--- src/rtl/assert_macros.svh ---
// ----------------------------------------------------------------------------
// Assertion macros
// Shared concurrent assertion wrappers for the RTL.
// ----------------------------------------------------------------------------
`ifndef ASSERT_MACROS_SVH
`define ASSERT_MACROS_SVH

// checked on every rising edge, masked while reset is held
`define ASSERT_CLK(label, prop, msg) \
    label: assert property (@(posedge i_clk) disable iff (!i_rst_n) (prop)) \
        else $error(msg);

// checked on every rising edge, reset included
`define ASSERT_ALWAYS(label, prop, msg) \
    label: assert property (@(posedge i_clk) (prop)) else $error(msg);

`endif

--- src/rtl/xbiq_pkg.sv ---
// ----------------------------------------------------------------------------
// xbiq_pkg
// Shared constants and types of the XOR basis insert/query block.
// ----------------------------------------------------------------------------
`default_nettype none

package xbiq_pkg;

    localparam int WIDTH_DEF = 64;
    localparam int CELL_ROWS = 8;
    localparam int RANK_W    = 7;

    typedef struct packed {
        logic clear;
        logic update;
    } t_cell_ctrl;

endpackage

`default_nettype wire

--- src/rtl/xbiq_cell.sv ---
// ----------------------------------------------------------------------------
// xbiq_cell
// One cell of the basis chain: holds a few pivot rows, folds them into the
// passing remainder and registers it for the next cell down.
// ----------------------------------------------------------------------------
`default_nettype none

module xbiq_cell #(
    parameter int WIDTH = xbiq_pkg::WIDTH_DEF,
    parameter int ROWS  = xbiq_pkg::CELL_ROWS,
    parameter int BASE  = 0
) (
    input  wire logic                i_clk,
    input  wire logic                i_rst_n,
    input  wire xbiq_pkg::t_cell_ctrl i_ctrl,
    input  wire logic [WIDTH-1:0]    i_part,
    input  wire logic [WIDTH-1:0]    i_rem,
    input  wire logic [WIDTH-1:0]    i_top,
    output logic      [WIDTH-1:0]    o_part
);

    logic [WIDTH-1:0] contrib [ROWS];
    logic [WIDTH-1:0] r_part, n_part;

    for (genvar j = 0; j < ROWS; j++) begin : g_slot
        localparam int IDX = BASE + j;
        if (IDX < WIDTH) begin : g_row
            logic [WIDTH-1:0] r_row, n_row;

            always_comb begin
                n_row = r_row;
                if (i_ctrl.clear) begin
                    n_row = '0;
                end else if (i_ctrl.update) begin
                    if (i_top[IDX]) begin
                        n_row = i_rem;
                    end else if (|(r_row & i_top)) begin
                        n_row = r_row ^ i_rem;
                    end
                end
            end

            always_ff @(posedge i_clk) begin
                if (!i_rst_n) begin
                    r_row <= '0;
                end else begin
                    r_row <= n_row;
                end
            end

            // pivot bits of the word are untouched above this row
            assign contrib[j] = i_part[IDX] ? r_row : '0;
        end else begin : g_none
            assign contrib[j] = '0;
        end
    end

    always_comb begin
        n_part = i_part;
        for (int j = 0; j < ROWS; j++) begin
            n_part = n_part ^ contrib[j];
        end
    end

    always_ff @(posedge i_clk) begin
        r_part <= n_part;
    end

    assign o_part = r_part;

endmodule

`default_nettype wire

--- config.mk ---
export PLATFORM = sky130hd
export DESIGN_NAME = xbiq_cell
export DESIGN_NICKNAME = d
export VERILOG_FILES = /design/src/rtl/assert_macros.svh /design/src/rtl/xbiq_pkg.sv /design/src/rtl/xbiq_cell.sv
export SDC_FILE = /design/constraint.sdc
export NUM_CORES = 2
export LEC_CHECK = 0
export ABC_CLOCK_PERIOD_IN_PS = 5100
export BUFFER_PORTS_ARGS = -buffer_cell sky130_fd_sc_hd__buf_2
export CAP_MARGIN = 5
export CORE_ASPECT_RATIO = 0.75
export CORE_UTILIZATION = 35
export CTS_CLUSTER_SIZE = 8
export DETAILED_ROUTE_END_ITERATION = 10
export PLACE_DENSITY = 0.6
export SLEW_MARGIN = 20
export SYNTH_ARGS = -nofsm -noshare
export SYNTH_HDL_FRONTEND = slang
export SYNTH_SLANG_ARGS = --single-unit
--- constraint.sdc ---
create_clock -name i_clk -period 5.1 [get_ports i_clk]
set_input_delay 1.02 -clock i_clk [delete_from_list [all_inputs] [get_ports i_clk]]
set_output_delay 1.02 -clock i_clk [all_outputs]
set_load 0.05 [all_outputs]
Word-level counts from Yosys, hierarchy flattened. Cells that the tools add are included.

Muxes and demuxes: 24. Bitwise gates (word level): 25. Reductions and logical operators: 25.

Operators by type and width (count): $mux 64 (24); $xor 64x64->64 (16); $and 64x64->64 (8); $reduce_or 64->1 (8); $reduce_and 2->1 (8); $reduce_bool 2->1 (8); $reduce_or 2->1 (1); $not 1->1 (1).

Register bits: 576. Bits of input ports: 196. Output and inout bits: 64. Word-level logic and storage cells: 83.

Depth between registers and ports, before layout.
Depth after elaboration: 9. Depth in mapped cells: 9. Mapped depth without buffers: 6.

Least setup slack after synthesis. OpenSTA, ideal clock, no wires.

Path type: input -> register. From: input i_top[37]. To: register g_slot[0].g_row.r_row[40]. Setup time: 0.125 ns. Arrival: 2.766 ns. Data required time: 4.975 ns. Slack: 2.209 ns. Stages on the path: 8. Path buffers: 3. Path through: clkbuf_1 > a22oi_1 > nand4_1 > or4_1 > nor4_2 > buf_2 > buf_2 > o31ai_1.

Word-level cells in the longest chain between the ends: 4.

Ends and longest elaborated chain: start: declaration (RTL line xbiq_cell.sv:18) `input wire logic [WIDTH-1:0] i_top,`; $and 64x64->64 (RTL line xbiq_cell.sv:37) `end else if (|(r_row & i_top)) begin`; $reduce_or 64->1 (RTL line xbiq_cell.sv:37); $reduce_bool 2->1 (no line); $reduce_and 2->1 (no line); end signal: assignment (RTL line xbiq_cell.sv:47) `r_row <= n_row;`; end: declaration (RTL line xbiq_cell.sv:28) `logic [WIDTH-1:0] r_row, n_row;`.

Every way passes these cells. A chain may end at the register's enable or synchronous reset.

Final worst setup path.
From: input i_top[36]. To: register g_slot[2].g_row.r_row[8].

Word-level cells in the longest chain between the ends: 4.

Ends and longest elaborated chain (RTL line): $and 64x64->64 (xbiq_cell.sv:37); $reduce_or 64->1 (xbiq_cell.sv:37); $reduce_bool 2->1 (no line); $reduce_and 2->1 (no line); end signal: assignment (xbiq_cell.sv:47); end: declaration (xbiq_cell.sv:28).

Every way passes these cells.

==> impl_metrics.json <==
{
  "syn-num-nets": 4704,
  "num_rows": 102,
  "fin_cells": 5847,
  "worst_skew_pair.late_latency_ns": 0.71,
  "hpwl_um": 134000,
  "syn_avg_cell_area_um2": 8.21,
  "worstSetupEndpointType": "flip-flop",
  "slew_violations": 0,
  "viasPerCell": 6.27,
  "cts_buffers": 82,
  "dp_cells": 5753,
  "grt_max_degree": 200,
  "antenna_left": 0,
  "path_clk_slew_ns": 0.06,
  "hold_buffers": 0,
  "crit_type": "in -> reg",
  "cts-resized-gates": 0,
  "ir_worst_vdd_uv": 249,
  "crit_arrival_ns": 4.13,
  "clock_path_buffers": 3,
  "core_area_mm2": 0.104,
  "root_buffer": "clkbuf_16",
  "ys_types": 24,
  "worstPathMaxFanout": 92,
  "drive_above_1_share_pct": 9.37,
  "antenna_found_initial": 14,
  "setup_viol": 0,
  "critPathLaunchType": "input pin",
  "hold_slack_ns": 0.482,
  "min_period_over_period_pct": 69.6,
  "total_leakage_power_nw": 14.0,
  "layout_min_cycle_time_ns": 3.55,
  "placed_cell_area_mm2": 0.0386,
  "r2r_slack_ns": 1.77,
  "multi_input_area_mm2": 0.0233,
  "wl_per_cell_um": 32.4,
  "ys_ff_latch": 576,
  "critPathRequiredTime_ns": 5.68,
  "fin_nets": 4629,
  "grt_pass1_vias": 32000,
  "fmax_mhz": 282,
  "fill_cells": 10500,
  "finalHoldViolCount": 0,
  "die_h_um": 284,
  "hold_path.class": "reg -> reg",
  "design_area_mm2": 0.0409,
  "syn-cell-area_mm2": 0.0370,
  "vias": 36700,
  "htreeDepth": 3,
  "seq_area_frac_synth_pct": 31.2,
  "tritoncts": "built",
  "io_buffers": 259,
  "tightest_slew_ns": 1.26,
  "gp_congestion": 1.10,
  "gr-total-overflow": 0,
  "p_per_area_mw_per_mm2": 332,
  "outcome": "finished clean",
  "seq_area_mm2": 0.0115,
  "drv_cap": 0,
  "detail_route.iter0.violations": 5965,
  "fin_setup_tns_ns": 0,
  "io_pins": 260,
  "first_pass_iters": 6,
  "yosysWarnings": 0,
  "synth_cells": 4508,
  "syn2layout_area_growth_pct": 10.4,
  "postCtsSetupBuffers": 0,
  "drt-total-wl_um": 189000,
  "start_util_pct": 35.6,
  "cts_sinks": 576,
  "drc": 0,
  "skew_ns": 0.0364,
  "rsz0062_at_grt": "false",
  "grt_util_all_layers_pct": 34.3,
  "fp.dieW_um": 377,
  "slew_headroom_pct": 15.8,
  "grt_pass1_wl_um": 262000,
  "dieArea_mm2": 0.107
}
area by class of cell:
type / count / share of cell area [%]
diodes: 3 / 0.0184
well taps: 1404 / 4.30
repair buffers: 314 / 5.03
clock inverters: 2 / 0.0398
flip-flops and latches: 576 / 28.2
multi-input cells: 3459 / 57.0
clock buffers: 89 / 5.37
cell usage in the layout (no fill, tap or decap), drive strengths merged:
cell type,count
a21oi,8
a221oi,40
a22o,40
a22oi,168
and2,1
buf,314
clkbuf,89
clkinvlp,1
dfxtp,576
diode,3
inv,1
nand2,1081
nand2b,3
nand3,8
nand4,48
nor2b,5
nor4,8
o211ai,512
o31ai,512
or4,8
xnor2,388
xor2,629
through the flow:
step | worst slack [ns] | total power [mW] | utilization, %
finish | 1.55 | 13.5 | 39.3
global route | 1.54 | 13.9 | 39.3
CTS | 1.75 | 13.5 | 39.3
detailed placement | 1.04 | 8.36 | 37.1
global placement | 1.03 | 8.34 | 37.1
floorplan | 2.21 | 7.25 | -
critical path: stages:
cell      delay, ns
buf_2          0.25
a22o_1         0.38
a221oi_1       0.82
nand3_1        0.31
nor4_4         0.42
buf_12         0.42
o211ai_1       0.20
o31ai_1        0.11
where the power goes:
part	internal, mW	switching (mW)
registers	4.81	0.425
logic	0.882	2.27
clock network	2.99	2.18
worst paths after layout:
check,cells past startpoint,to,startpoint
worst min register to register,1,g_slot[2].g_row.r_row[2],g_slot[2].g_row.r_row[2]
worst max-delay path,8,g_slot[2].g_row.r_row[8],i_top[36]
worst max register to register,7,g_slot[2].g_row.r_row[8],g_slot[2].g_row.r_row[36]
worst min-delay path,1,g_slot[2].g_row.r_row[2],g_slot[2].g_row.r_row[2]
cell usage after synthesis:
cell | instances | share of area (%)
or4_1 | 6 | 0.12
and2_1 | 1 | 0.017
xnor2_1 | 388 | 9.2
nor4_2 | 6 | 0.20
buf_2 | 64 | 0.87
nand3_1 | 8 | 0.11
buf_1 | 99 | 1.0
a22oi_1 | 168 | 3.4
clkbuf_1 | 245 | 2.5
o31ai_1 | 512 | 10
o211ai_1 | 512 | 10
nand2b_1 | 3 | 0.051
nor2b_1 | 5 | 0.085
xor2_1 | 629 | 15
buf_4 | 28 | 0.57
nor4_4 | 2 | 0.11
a21oi_1 | 8 | 0.11
a22o_1 | 40 | 0.95
or4_4 | 2 | 0.061
a221oi_1 | 40 | 0.95
dfxtp_1 | 576 | 31
nand4_1 | 48 | 0.81
nand2_1 | 1081 | 11
buf_6 | 37 | 1.1
registers in the layout, summed over array words and instances (netlist names):
name / count
g_slot.g_row.r_row: 512
o_part: 64
logic make-up after synthesis:
logic type             Yosys count  synth area share [%]
AO/OA/AOI/OAI                 1280                  26.2
AND/OR/NAND/NOR               1162                  12.5
XOR/XNOR                      1017                  24.1
flip-flops                     576                  31.2
buffers and inverters          473                  6.05
per-layer routing:
layer | up-vias | GRT usage [%] | part of all wire, %
li1 | 15800 | - | -
met3 | 424 | 11.9 | 14
met1 | 17800 | 48.5 | 42
met2 | 2621 | 46.3 | 39
met5 | - | 0 | 0.042
met4 | 12 | 14.1 | 4.6
Power figures use the tool's default switching activity.
